`config.mk`:
```
export PLATFORM = sky130hd
export DESIGN_NAME = mwu_ram
export DESIGN_NICKNAME = d
export VERILOG_FILES = /design/src/rtl/assert_macros.svh /design/src/rtl/mwu_ram.sv
export SDC_FILE = /design/constraint.sdc
export NUM_CORES = 1
export LEC_CHECK = 0
export BUFFER_PORTS_ARGS = -buffer_cell sky130_fd_sc_hd__buf_4
export CORE_MARGIN = 4
export CORE_UTILIZATION = 60
export CTS_BUF_LIST = sky130_fd_sc_hd__clkbuf_8
export DETAILED_ROUTE_END_ITERATION = 7
export GPL_TIMING_DRIVEN = 0
export PLACE_DENSITY = 0.78
export SLEW_MARGIN = 5
export SYNTH_ARGS = -nofsm -noshare
export SYNTH_HDL_FRONTEND = slang
export SYNTH_SLANG_ARGS = --single-unit
```
`constraint.sdc`:
```
create_clock -name i_clk -period 4.16 [get_ports i_clk]
set_input_delay 0.208 -clock i_clk [delete_from_list [all_inputs] [get_ports i_clk]]
set_output_delay 0.208 -clock i_clk [all_outputs]
set_load 0.01 [all_outputs]
```
`src/rtl/assert_macros.svh`:
```
// Assertion macros used by the top level of the momentum weight update block.
// Each macro expects i_clk and the active-low reset i_rst_n in the enclosing scope.
`ifndef ASSERT_MACROS_SVH
`define ASSERT_MACROS_SVH

`define MWU_ASSERT_IMPLY(label, ante, cons, msg) \
    label: assert property (@(posedge i_clk) disable iff (!i_rst_n) (ante) |-> (cons)) \
        else $error(msg);

`define MWU_ASSERT_NEXT(label, ante, cons, msg) \
    label: assert property (@(posedge i_clk) disable iff (!i_rst_n) (ante) |=> (cons)) \
        else $error(msg);

`endif

```
`src/rtl/mwu_ram.sv`:
```
// Generic simple dual-port RAM: one write port, one read port with registered data.
// Has no dependencies.
`default_nettype none

module mwu_ram #(
    parameter int WIDTH = 32,
    parameter int DEPTH = 16
) (
    input  logic                                      i_clk,
    input  logic                                      i_wr_en,
    input  logic [((DEPTH > 1) ? $clog2(DEPTH) : 1)-1:0] i_wr_addr,
    input  logic [WIDTH-1:0]                          i_wr_data,
    input  logic [((DEPTH > 1) ? $clog2(DEPTH) : 1)-1:0] i_rd_addr,
    output logic [WIDTH-1:0]                          o_rd_data
);

    logic [WIDTH-1:0] r_mem [DEPTH];
    logic [WIDTH-1:0] r_rd_data;

    always_ff @(posedge i_clk) begin
        if (i_wr_en) begin
            r_mem[i_wr_addr] <= i_wr_data;
        end
        r_rd_data <= r_mem[i_rd_addr];
    end

    assign o_rd_data = r_rd_data;

endmodule

`default_nettype wire

```
==> flow_metrics.tcl <==
set metrics [dict create \
    status "complete, no violations" \
    net-switching-power_w 0.00236 \
    synth-edff-count 512 \
    clockBufferDepth 3 \
    die_h_um 190 \
    maxCapViolCount 0 \
    synth.area.top_cells "edfxtp_1, mux4_2, dfxtp_1, a22oi_1, nand2_1" \
    grt.total_usage 0.247 \
    p_leak_nw 7.77 \
    crit_required_ns 4.46 \
    synth_cell_types 18 \
    path_class "in -> reg" \
    critPathArrivalTime_ns 2.30 \
    vias 9569 \
    cts_tree "done" \
    final.setup.tns_ns 0 \
    place_ws_ns 1.85 \
    fin_util 0.719 \
    cts_hold_buf 35 \
    switching_share 0.215 \
    synth_commonest_cells "edfxtp_1, mux4_2, a22oi_1" \
    combPwrFrac 0.057 \
    syn-num-nets 880 \
    hp-class "in -> reg" \
    power_w 0.0110 \
    wl_per_cell_um 27.2 \
    htree_num_levels 3 \
    wl_mm 42.7 \
    post_cts_buffers 0 \
    post-synth-top-count-cell "edfxtp_1" \
    clock_power_share 0.382 \
    ys_warn_count 0 \
    nets 1098 \
    ant_nets 0 \
    slew_viol_final 0 \
    synth-seq-area-share 0.807 \
    dp.cells 1378 \
    grt_pass1_vias 10100 \
    drt-initial-drc-count 1183 \
    antenna_found_initial 1 \
    rsz0062_at_grt "false" \
    grt_first_pass_wirelength_mm 64.5 \
    syn_avg_cell_area_um2 23.7 \
    clock-sinks 544 \
    fp.dieArea_um2 36100 \
    hold_viol 0 \
    syn-cell-area_um2 19900 \
    drcViolationCount 0 \
    powerDensity_nw_per_um2 468 \
    start_util 0.609 \
    drive_gt1_frac 0.334 \
    slew_headroom 0.358 \
    synth_top_area_cell "edfxtp_1" \
    clock_tree.root_cell "clkbuf_8" \
    gp_congestion 0.728 \
    area_growth_pct 18.2 \
    grt_start_max_net_pins 23 \
    io_pins 74 \
    hpwl_mm 26.0 \
    first_pass_iters 7 \
    timing.fmax_mhz 501 \
    finalCriticalPeriod_ns 2.00 \
    synthFlopType "edfxtp_1" \
    grt_overflow 0 \
    synth_top_cell_area_share 0.774 \
    setup_violations 0 \
    synthCells 838 \
    cts_resized 0 \
    crit_fanout 17 \
    clkSlewWorstSetupHoldPaths_ns 0.06 \
    via_per_inst 6.10 \
    cellInternalPower_w 0.00863 \
    pwr-share-seq 0.561 \
    final_cells 1568 \
    rows 66 \
    setup.worst_path.end_class "flip-flop" \
    cts_buffers 83 \
    ys_ff_latch 544 \
    skew_ns 0.0386 \
    fin_crit_sh 0.480 \
    tightest_slew_ns 0.958 \
    critPathLaunchType "input pin" \
    clk_latency_ns 0.63 \
    async_flop_share 0 \
    core_um2 32600 \
    peakVddDrop_uv 289 \
    io_buffers 71 \
    die_w_um 190 \
    fin_ws_ns 2.16 \
]
[metrics by stage]
stage,hold slack (ns),cell area (um^2)
CTS,0.160,23500
floorplan,0.307,19900
global route,0.219,23500
detailed placement,0.506,21500
finish,0.201,23500
global placement,0.498,20900
[registers in the layout, indices dropped and copies added (netlist names)]
register	count
r_mem	512
o_rd_data	32
[worst max-delay path: stages]
cell	delay (ns)
dlygate4sd3_1	0.60
buf_4	0.20
nand2b_1	0.33
nor2_4	0.68
buf_16	0.25
[power groups by stage]
stage          registers [W]  logic (W)  clock network, W
2_1_floorplan        0.00629   0.000294                 0
3_3_place_gp         0.00627   0.000562                 0
3_5_place_dp         0.00628   0.000606                 0
4_1_cts              0.00616   0.000636           0.00427
5_1_grt              0.00617   0.000674           0.00458
6_report             0.00616   0.000630           0.00420
[cells in the final DEF (no fill, tap or decap), drive strengths merged, types with 3 or more instances in the layout]
master,Yosys,routed
inv,0,32
dlygate4sd3,0,35
edfxtp,512,512
mux4,128,128
clkinv,0,20
nand2,33,33
clkbuf,17,115
buf,26,124
a22oi,64,64
nor3,4,4
clkinvlp,0,3
dfxtp,32,32
nor2,13,13
[routing by layer]
metal / part of all wire / global-route usage / up-vias
li1: - / - / 4034
met1: 0.38 / 0.344 / 4956
met2: 0.52 / 0.408 / 512
met3: 0.084 / 0.0494 / 67
met4: 0.021 / 0.0710 / 0
met5: 0 / 0 / -
[area by class of cell]
cell class	count	area, um^2
clock inverters	56	277
clock buffers	98	1350
repair buffers	133	1320
flip-flops and latches	544	16000
plain buffers	43	223
well taps	442	553
fillers	1777	9160
diodes	1	2.50
multi-input cells	251	3730
[logic make-up (layout without fill, tap and decap cells)]
family,after synthesis,in the layout,share of synthesized area
AND/OR/NAND/NOR,59,59,0.0127
other,0,1,0
AO/OA/AOI/OAI,64,64,0.0242
multiplexers,128,128,0.145
buffers and inverters,43,330,0.0112
flip-flops,544,544,0.807
[worst paths after layout]
kind	from	to	slack (ns)	cells after the start
worst min-delay path	i_rd_addr[3]	o_rd_data[0]	0.20	5
worst max-delay path	i_wr_addr[1]	r_mem[13][27]	2.16	5
worst max register to register	r_mem[11][19]	o_rd_data[19]	2.72	3
worst min register to register	r_mem[14][0]	o_rd_data[0]	0.65	3
Power figures use the tool's default switching activity.
