[config.mk]
export PLATFORM = sky130hd
export DESIGN_NAME = mwu_dp
export DESIGN_NICKNAME = d
export VERILOG_FILES = /design/src/rtl/assert_macros.svh /design/src/rtl/mwu_pkg.sv /design/src/rtl/mwu_dp.sv
export SDC_FILE = /design/constraint.sdc
export NUM_CORES = 2
export LEC_CHECK = 0
export BUFFER_PORTS_ARGS = -buffer_cell sky130_fd_sc_hd__buf_2
export CAP_MARGIN = 25
export CELL_PAD_IN_SITES_DETAIL_PLACEMENT = 0
export CELL_PAD_IN_SITES_GLOBAL_PLACEMENT = 2
export CORE_MARGIN = 5
export CORE_UTILIZATION = 42
export CTS_CLUSTER_DIAMETER = 40
export DETAILED_ROUTE_END_ITERATION = 10
export PLACE_DENSITY_LB_ADDON = 0.15
export SETUP_SLACK_MARGIN = 0.1
export SKIP_CTS_REPAIR_TIMING = 1
export SLEW_MARGIN = 5
export SYNTH_ARGS = -nofsm -noshare
export SYNTH_HDL_FRONTEND = slang
export SYNTH_SLANG_ARGS = --single-unit
[constraint.sdc]
create_clock -name i_clk -period 13.3 [get_ports i_clk]
set_input_delay 3.325 -clock i_clk [delete_from_list [all_inputs] [get_ports i_clk]]
set_output_delay 3.325 -clock i_clk [all_outputs]
set_load 0.02 [all_outputs]
[src/rtl/assert_macros.svh]
// Assertion macros used by the top level of the momentum weight update block.
// Each macro expects i_clk and the active-low reset i_rst_n in the enclosing scope.
`ifndef ASSERT_MACROS_SVH
`define ASSERT_MACROS_SVH

`define MWU_ASSERT_IMPLY(label, ante, cons, msg) \
    label: assert property (@(posedge i_clk) disable iff (!i_rst_n) (ante) |-> (cons)) \
        else $error(msg);

`define MWU_ASSERT_NEXT(label, ante, cons, msg) \
    label: assert property (@(posedge i_clk) disable iff (!i_rst_n) (ante) |=> (cons)) \
        else $error(msg);

`endif

[src/rtl/mwu_pkg.sv]
// Shared types, constants and helper functions of the momentum weight update block.
// Used by mwu_dp and momentum_weight_update; depends on nothing else.
`default_nettype none

package mwu_pkg;

    localparam int ROWS      = 16;
    localparam int COLS      = 16;
    localparam int FRAC_BITS = 16;

    localparam int WORD_W  = 32;
    localparam int GAIN_W  = 16;
    localparam int FIELD_W = 4;
    localparam int ROW_W   = (ROWS > 1) ? $clog2(ROWS) : 1;
    localparam int COL_W   = (COLS > 1) ? $clog2(COLS) : 1;
    localparam int ADDR_W  = (ROWS * COLS > 1) ? $clog2(ROWS * COLS) : 1;

    // Gradient magnitude is (|delta*act| * eta) >> (16 + FRAC_BITS), an 80-bit product.
    localparam int PROD_W   = 2 * WORD_W;
    localparam int PART_W   = WORD_W + GAIN_W;
    localparam int FULL_W   = PROD_W + GAIN_W;
    localparam int GRAD_SH  = GAIN_W + FRAC_BITS;
    localparam int GMAG_W   = FULL_W - GRAD_SH;
    localparam int SUM_W    = GMAG_W + 2;

    localparam logic [GAIN_W-1:0] ETA_RESET = 16'd3277;
    localparam logic [GAIN_W-1:0] MU_RESET  = 16'd1966;
    localparam logic [WORD_W-1:0] WORD_MAX  = 32'h7FFF_FFFF;
    localparam logic [WORD_W-1:0] WORD_MIN  = 32'h8000_0000;
    localparam logic [ROW_W-1:0]  LAST_ROW  = ROW_W'(ROWS - 1);

    localparam int CFG_IDX_W = 1;

    typedef enum logic [1:0] {
        OP_LOAD_WEIGHT = 2'd0,
        OP_LOAD_ACT    = 2'd1,
        OP_APPLY_DELTA = 2'd2,
        OP_READ_WEIGHT = 2'd3
    } t_op;

    typedef enum logic [CFG_IDX_W-1:0] {
        CFG_LEARNING_RATE = 1'b0,
        CFG_MOMENTUM_GAIN = 1'b1
    } t_cfg_reg;

    typedef struct packed {
        logic ld_delta;
        logic latch;
        logic prod;
        logic lo;
        logic hi;
        logic mom;
        logic sum;
        logic clip;
        logic wadd;
    } t_dp_ctrl;

    typedef struct packed {
        logic              sat;
        logic [WORD_W-1:0] val;
    } t_clip;

    function automatic logic [WORD_W-1:0] mag32(input logic [WORD_W-1:0] x);
        return x[WORD_W-1] ? (~x + 1'b1) : x;
    endfunction

    function automatic t_clip clip_word(input logic signed [SUM_W-1:0] x);
        t_clip c;
        c.sat = !((&x[SUM_W-1:WORD_W-1]) || !(|x[SUM_W-1:WORD_W-1]));
        if (c.sat) begin
            c.val = x[SUM_W-1] ? WORD_MIN : WORD_MAX;
        end else begin
            c.val = x[WORD_W-1:0];
        end
        return c;
    endfunction

    function automatic logic [ADDR_W-1:0] entry_addr(input logic [ROW_W-1:0] row,
                                                     input logic [COL_W-1:0] col);
        return ADDR_W'(int'(row) * COLS + int'(col));
    endfunction

endpackage

`default_nettype wire

[src/rtl/mwu_dp.sv]
// Update datapath: one shared 32x32 multiplier plus the add, negate and clip steps
// of one weight update. Depends on mwu_pkg for widths, control struct and helpers.
`default_nettype none

module mwu_dp (
    input  logic                                i_clk,
    input  mwu_pkg::t_dp_ctrl                   i_ctrl,
    input  logic [mwu_pkg::WORD_W-1:0]          i_delta,
    input  logic [mwu_pkg::GAIN_W-1:0]          i_eta,
    input  logic [mwu_pkg::GAIN_W-1:0]          i_mu,
    input  logic [mwu_pkg::WORD_W-1:0]          i_act,
    input  logic [mwu_pkg::WORD_W-1:0]          i_weight,
    input  logic [mwu_pkg::WORD_W-1:0]          i_prev_step,
    output logic [mwu_pkg::WORD_W-1:0]          o_new_weight,
    output logic [mwu_pkg::WORD_W-1:0]          o_new_step,
    output logic                                o_sat
);

    logic [mwu_pkg::WORD_W-1:0]        r_dmag;
    logic                              r_dneg;
    logic [mwu_pkg::WORD_W-1:0]        r_amag;
    logic                              r_gneg;
    logic [mwu_pkg::WORD_W-1:0]        r_pmag;
    logic                              r_pneg;
    logic signed [mwu_pkg::WORD_W-1:0] r_weight;
    logic [mwu_pkg::PROD_W-1:0]        r_prod;
    logic [mwu_pkg::PART_W-1:0]        r_lo;
    logic [mwu_pkg::PART_W-1:0]        r_hi;
    logic [mwu_pkg::PART_W-1:0]        r_mom;
    logic [mwu_pkg::GMAG_W-1:0]        r_gmag;
    logic signed [mwu_pkg::SUM_W-1:0]  r_sum;
    logic signed [mwu_pkg::WORD_W-1:0] r_step;
    logic                              r_sat;
    logic [mwu_pkg::WORD_W-1:0]        r_wnew;

    logic [mwu_pkg::WORD_W-1:0]        mul_a;
    logic [mwu_pkg::WORD_W-1:0]        mul_b;
    logic [mwu_pkg::PROD_W-1:0]        mul_p;
    logic [mwu_pkg::FULL_W-1:0]        full_prod;
    logic signed [mwu_pkg::SUM_W-1:0]  grad_s;
    logic signed [mwu_pkg::SUM_W-1:0]  mom_s;
    logic signed [mwu_pkg::WORD_W:0]   w_sum;
    mwu_pkg::t_clip                    step_clip;
    mwu_pkg::t_clip                    weight_clip;

    always_comb begin
        if (i_ctrl.prod) begin
            mul_a = r_dmag;
            mul_b = r_amag;
        end else if (i_ctrl.lo) begin
            mul_a = r_prod[mwu_pkg::WORD_W-1:0];
            mul_b = mwu_pkg::WORD_W'(i_eta);
        end else if (i_ctrl.hi) begin
            mul_a = r_prod[mwu_pkg::PROD_W-1:mwu_pkg::WORD_W];
            mul_b = mwu_pkg::WORD_W'(i_eta);
        end else begin
            mul_a = r_pmag;
            mul_b = mwu_pkg::WORD_W'(i_mu);
        end
    end

    assign mul_p = mul_a * mul_b;

    assign full_prod = {r_hi, {mwu_pkg::WORD_W{1'b0}}} + mwu_pkg::FULL_W'(r_lo);

    always_comb begin
        grad_s = mwu_pkg::SUM_W'(r_gmag);
        if (r_gneg) begin
            grad_s = -grad_s;
        end
        mom_s = mwu_pkg::SUM_W'(r_mom[mwu_pkg::PART_W-1:mwu_pkg::GAIN_W]);
        if (r_pneg) begin
            mom_s = -mom_s;
        end
    end

    assign step_clip   = mwu_pkg::clip_word(r_sum);
    assign w_sum       = (mwu_pkg::WORD_W + 1)'(r_weight) + (mwu_pkg::WORD_W + 1)'(r_step);
    assign weight_clip = mwu_pkg::clip_word(mwu_pkg::SUM_W'(w_sum));

    always_ff @(posedge i_clk) begin
        if (i_ctrl.ld_delta) begin
            r_dmag <= mwu_pkg::mag32(i_delta);
            r_dneg <= i_delta[mwu_pkg::WORD_W-1];
        end
        if (i_ctrl.latch) begin
            r_amag   <= mwu_pkg::mag32(i_act);
            r_gneg   <= r_dneg ^ i_act[mwu_pkg::WORD_W-1];
            r_pmag   <= mwu_pkg::mag32(i_prev_step);
            r_pneg   <= i_prev_step[mwu_pkg::WORD_W-1];
            r_weight <= i_weight;
        end
        if (i_ctrl.prod) begin
            r_prod <= mul_p;
        end
        if (i_ctrl.lo) begin
            r_lo <= mul_p[mwu_pkg::PART_W-1:0];
        end
        if (i_ctrl.hi) begin
            r_hi <= mul_p[mwu_pkg::PART_W-1:0];
        end
        if (i_ctrl.mom) begin
            r_mom  <= mul_p[mwu_pkg::PART_W-1:0];
            r_gmag <= mwu_pkg::GMAG_W'(full_prod >> mwu_pkg::GRAD_SH);
        end
        if (i_ctrl.sum) begin
            r_sum <= grad_s + mom_s;
        end
        if (i_ctrl.clip) begin
            r_step <= step_clip.val;
            r_sat  <= step_clip.sat;
        end
        if (i_ctrl.wadd) begin
            r_wnew <= weight_clip.val;
            r_sat  <= r_sat | weight_clip.sat;
        end
    end

    assign o_new_weight = r_wnew;
    assign o_new_step   = r_step;
    assign o_sat        = r_sat;

endmodule

`default_nettype wire

==> results.json <==
{
  "fin_ws_ns": 0.832,
  "worst_path_most_repeated_cell": "fa_1",
  "synth_seq_cells": 454,
  "drt-vias-per-instance": 5.50,
  "slowest_delay_ns": 0.57,
  "timing.rr.start": "r_dmag[12]",
  "dpl.cell_count": 7761,
  "syn_area_um2": 57400,
  "rsz0062_at_grt": "no",
  "path_buf_inv": 8,
  "post-route-drc-count": 0,
  "ys.flop_type": "edfxtp_1",
  "grt_usage_pct": 27.1,
  "r2r_end": "r_prod[61]",
  "layout-drive-gt1-share_pct": 10.8,
  "met2_length_mm": 93.1,
  "grt_pass1_vias": 45597,
  "drtPass1Iterations": 5,
  "dr_wl_met3_mm": 10.8,
  "skew_ns": 0.0884,
  "clockBufferDepth": 3,
  "fin_cells": 7928,
  "synth-async-reset-ratio_pct": 0,
  "regToRegSetupSlack_ns": 3.50,
  "netlist-cell-type-count": 71,
  "pre_cts_slack_ns": 0.155,
  "cts_made_buffers": 85,
  "dp_hpwl_mm": 159,
  "final_max_slew_viol_count": 0,
  "period_share_pct": 93.7,
  "synth_cells": 5818,
  "die_w_um": 380,
  "port_buffers": 234,
  "tightest_slew_ns": 1.03,
  "endpoint_kind": "flip-flop",
  "die_h_um": 380,
  "cts_root_buffer": "clkbuf_16",
  "grt_max_degree": 95,
  "yosysWarnings": 0,
  "fin_tns_setup_ns": 0,
  "drt_wl_total_mm": 195,
  "fillers": 12972,
  "cp.arrival_ns": 12.90,
  "yosysSeqAreaShare_pct": 23.7,
  "drtAntennaViolNets": 0,
  "setup_violations": 0,
  "io_pins": 235,
  "netlist_top_cells_area": "fa_1, edfxtp_1, ha_1, inv_1, xnor2_1",
  "rows": 135,
  "hold_viol": 0,
  "antenna_found_initial": 20,
  "slew_headroom_pct": 31.2,
  "synth_largest_area_cell": "fa_1",
  "rr_worst_depth": 27,
  "crit_cells": 30,
  "min_path_type": "flip-flop to flip-flop",
  "startpoint_type": "primary input",
  "utilization_pct": 47.6,
  "status": "finished clean",
  "clk_pin_slew_ns": 0.05,
  "layout.nets": 7503,
  "synth_edf_count": 454,
  "overflow": 0,
  "startpoint": "i_ctrl[4]",
  "synth_fp_nets": 7252,
  "fmax_mhz": 80.2,
  "area_growth_pct": 12.5,
  "wl_met1_mm": 83.8,
  "period_needed_ns": 12.47,
  "clk_latency_ns": 0.70,
  "core_area_um2": 136000,
  "cap_viol_max_count": 0,
  "cts_max_level": 3,
  "cp.required_ns": 13.73,
  "drt_iter0_markers": 2940,
  "vias": 43580,
  "route.top_layer_used": "met5",
  "yosysTopAreaCellShare_pct": 31.3,
  "start_util_pct": 42.3,
  "wl_per_cell_um": 24.6,
  "setup.worst_path.end": "r_prod[61]",
  "cts_tree": "yes",
  "grt_pass1_wl_mm": 294,
  "critPathSlowestCell": "fa_1",
  "cts_sinks": 454,
  "critPathTopFamily": "adder cells",
  "gp_congestion": 0.894,
  "crit_type": "primary input to flip-flop",
  "dieArea_um2": 144000,
  "crit_fanout": 33,
  "avgSynthCellArea_um2": 9.87
}
cell type report:
class | count | area, um^2 | area share [%]
multi-input cells | 4153 | 39300 | 60.8
flip-flops and latches | 454 | 13600 | 21.1
inverters | 926 | 3480 | 5.38
repair buffers | 449 | 2880 | 4.46
well taps | 1781 | 2230 | 3.45
clock buffers | 92 | 2150 | 3.33
clock inverters | 66 | 948 | 1.47
diodes | 7 | 17.5 | 0.0271
worst register-to-register path, stage by stage, from the launching register on:
cell	delay (ns)
edfxtp_1	0.64
and2_1	0.34
nor2_1	0.60
buf_6	0.23
nor2_1	0.07
fa_1	0.54
fa_1	0.44
fa_1	0.52
inv_1	0.05
fa_1	0.47
inv_1	0.05
fa_1	0.50
inv_1	0.06
fa_1	0.53
inv_1	0.05
fa_1	0.49
fa_1	0.42
ha_1	0.38
a21oi_1	0.19
o21ai_0	0.27
or3_1	0.42
o211ai_1	0.49
o31ai_1	0.30
buf_4	0.22
a2111oi_0	0.55
o21ai_0	0.26
a211oi_1	0.35
xnor2_1	0.09
per-layer routing:
metal,up-vias,GRT usage (%)
met4,2,8.94
met2,1251,44.7
met1,22556,37.0
met5,-,0
li1,19470,-
met3,301,3.67
metrics by stage:
stage | hold WS, ns | cell area [um^2]
2_1_floorplan | 0.495 | 57400
3_3_place_gp | 0.500 | 61400
3_5_place_dp | 0.502 | 61500
4_1_cts | 0.516 | 64600
5_1_grt | 0.519 | 64600
6_report | 0.507 | 64600
worst min path at each step:
stage                         start             end  slack, ns  depth (start not counted)
after floorplan            r_sum[0]   o_new_step[0]       0.50                          1
after global placement    r_sum[17]  o_new_step[17]       0.50                          1
after detailed placement  r_sum[20]  o_new_step[20]       0.50                          1
after CTS                 r_sum[18]  o_new_step[18]       0.52                          1
after global routing      r_sum[18]  o_new_step[18]       0.52                          1
final                     r_sum[18]  o_new_step[18]       0.51                          1
sequential cells by signal, summed over array words and instances (netlist names), 48 cells and up:
register and flops:
r_prod 64, r_sum 50, r_gmag 48, r_hi 48
cell usage after synthesis, types with 9 or more instances:
cell	count
inv_1	926
fa_1	899
nand2_1	594
edfxtp_1	454
nor2_1	452
ha_1	365
clkbuf_1	276
and3_1	275
xnor2_1	273
a21oi_1	222
o21ai_0	168
a21o_1	98
xor2_1	73
o31ai_1	65
nand2b_1	51
nand4_1	45
o21a_1	44
nor2b_1	41
nand3_1	40
or2_2	40
o21bai_1	37
and2_1	36
mux2i_1	35
or4_1	32
o41ai_1	28
or3_1	28
a211oi_1	26
nor3_1	22
a31oi_1	21
and4_1	15
o31a_1	14
nor4_1	12
o211ai_1	11
a21boi_0	9
kinds of logic (layout without fill, tap and decap cells):
logic type,Yosys count,count (layout),synth area share (%)
AO/OA/AOI/OAI,803,803,9.03
XOR/XNOR,346,346,5.28
adder cells (fa/ha/maj),1268,1268,39.4
buffers and inverters,1211,1533,7.93
flip-flops,454,454,23.7
multiplexers,35,35,0.610
other,0,7,0
AND/OR/NAND/NOR,1701,1701,14.1
cells in the final DEF (no fill, tap or decap), types with 15 or more instances in the layout:
cell type    n
inv_1      926
o21ai_0    163
clkbuf_16   85
o21bai_1    37
or2_2       40
or4_1       32
nand2_1    594
nor3_1      22
nor2_1     450
and4_1      15
o41ai_1     27
or3_1       28
nand4_1     45
buf_2      230
xor2_1      73
a21o_1      98
a31oi_1     21
and2_1      36
nor2b_1     41
nand3_1     40
xnor2_1    273
edfxtp_1   454
nand2b_1    51
buf_4      211
o21a_1      44
o31ai_1     63
a21oi_1    220
ha_1       365
and3_1     275
mux2i_1     35
a211oi_1    26
fa_1       899
Power is left out: the tool's default activity adds up to more than one toggle a clock period on the data nets, which glitch-free logic cannot reach.
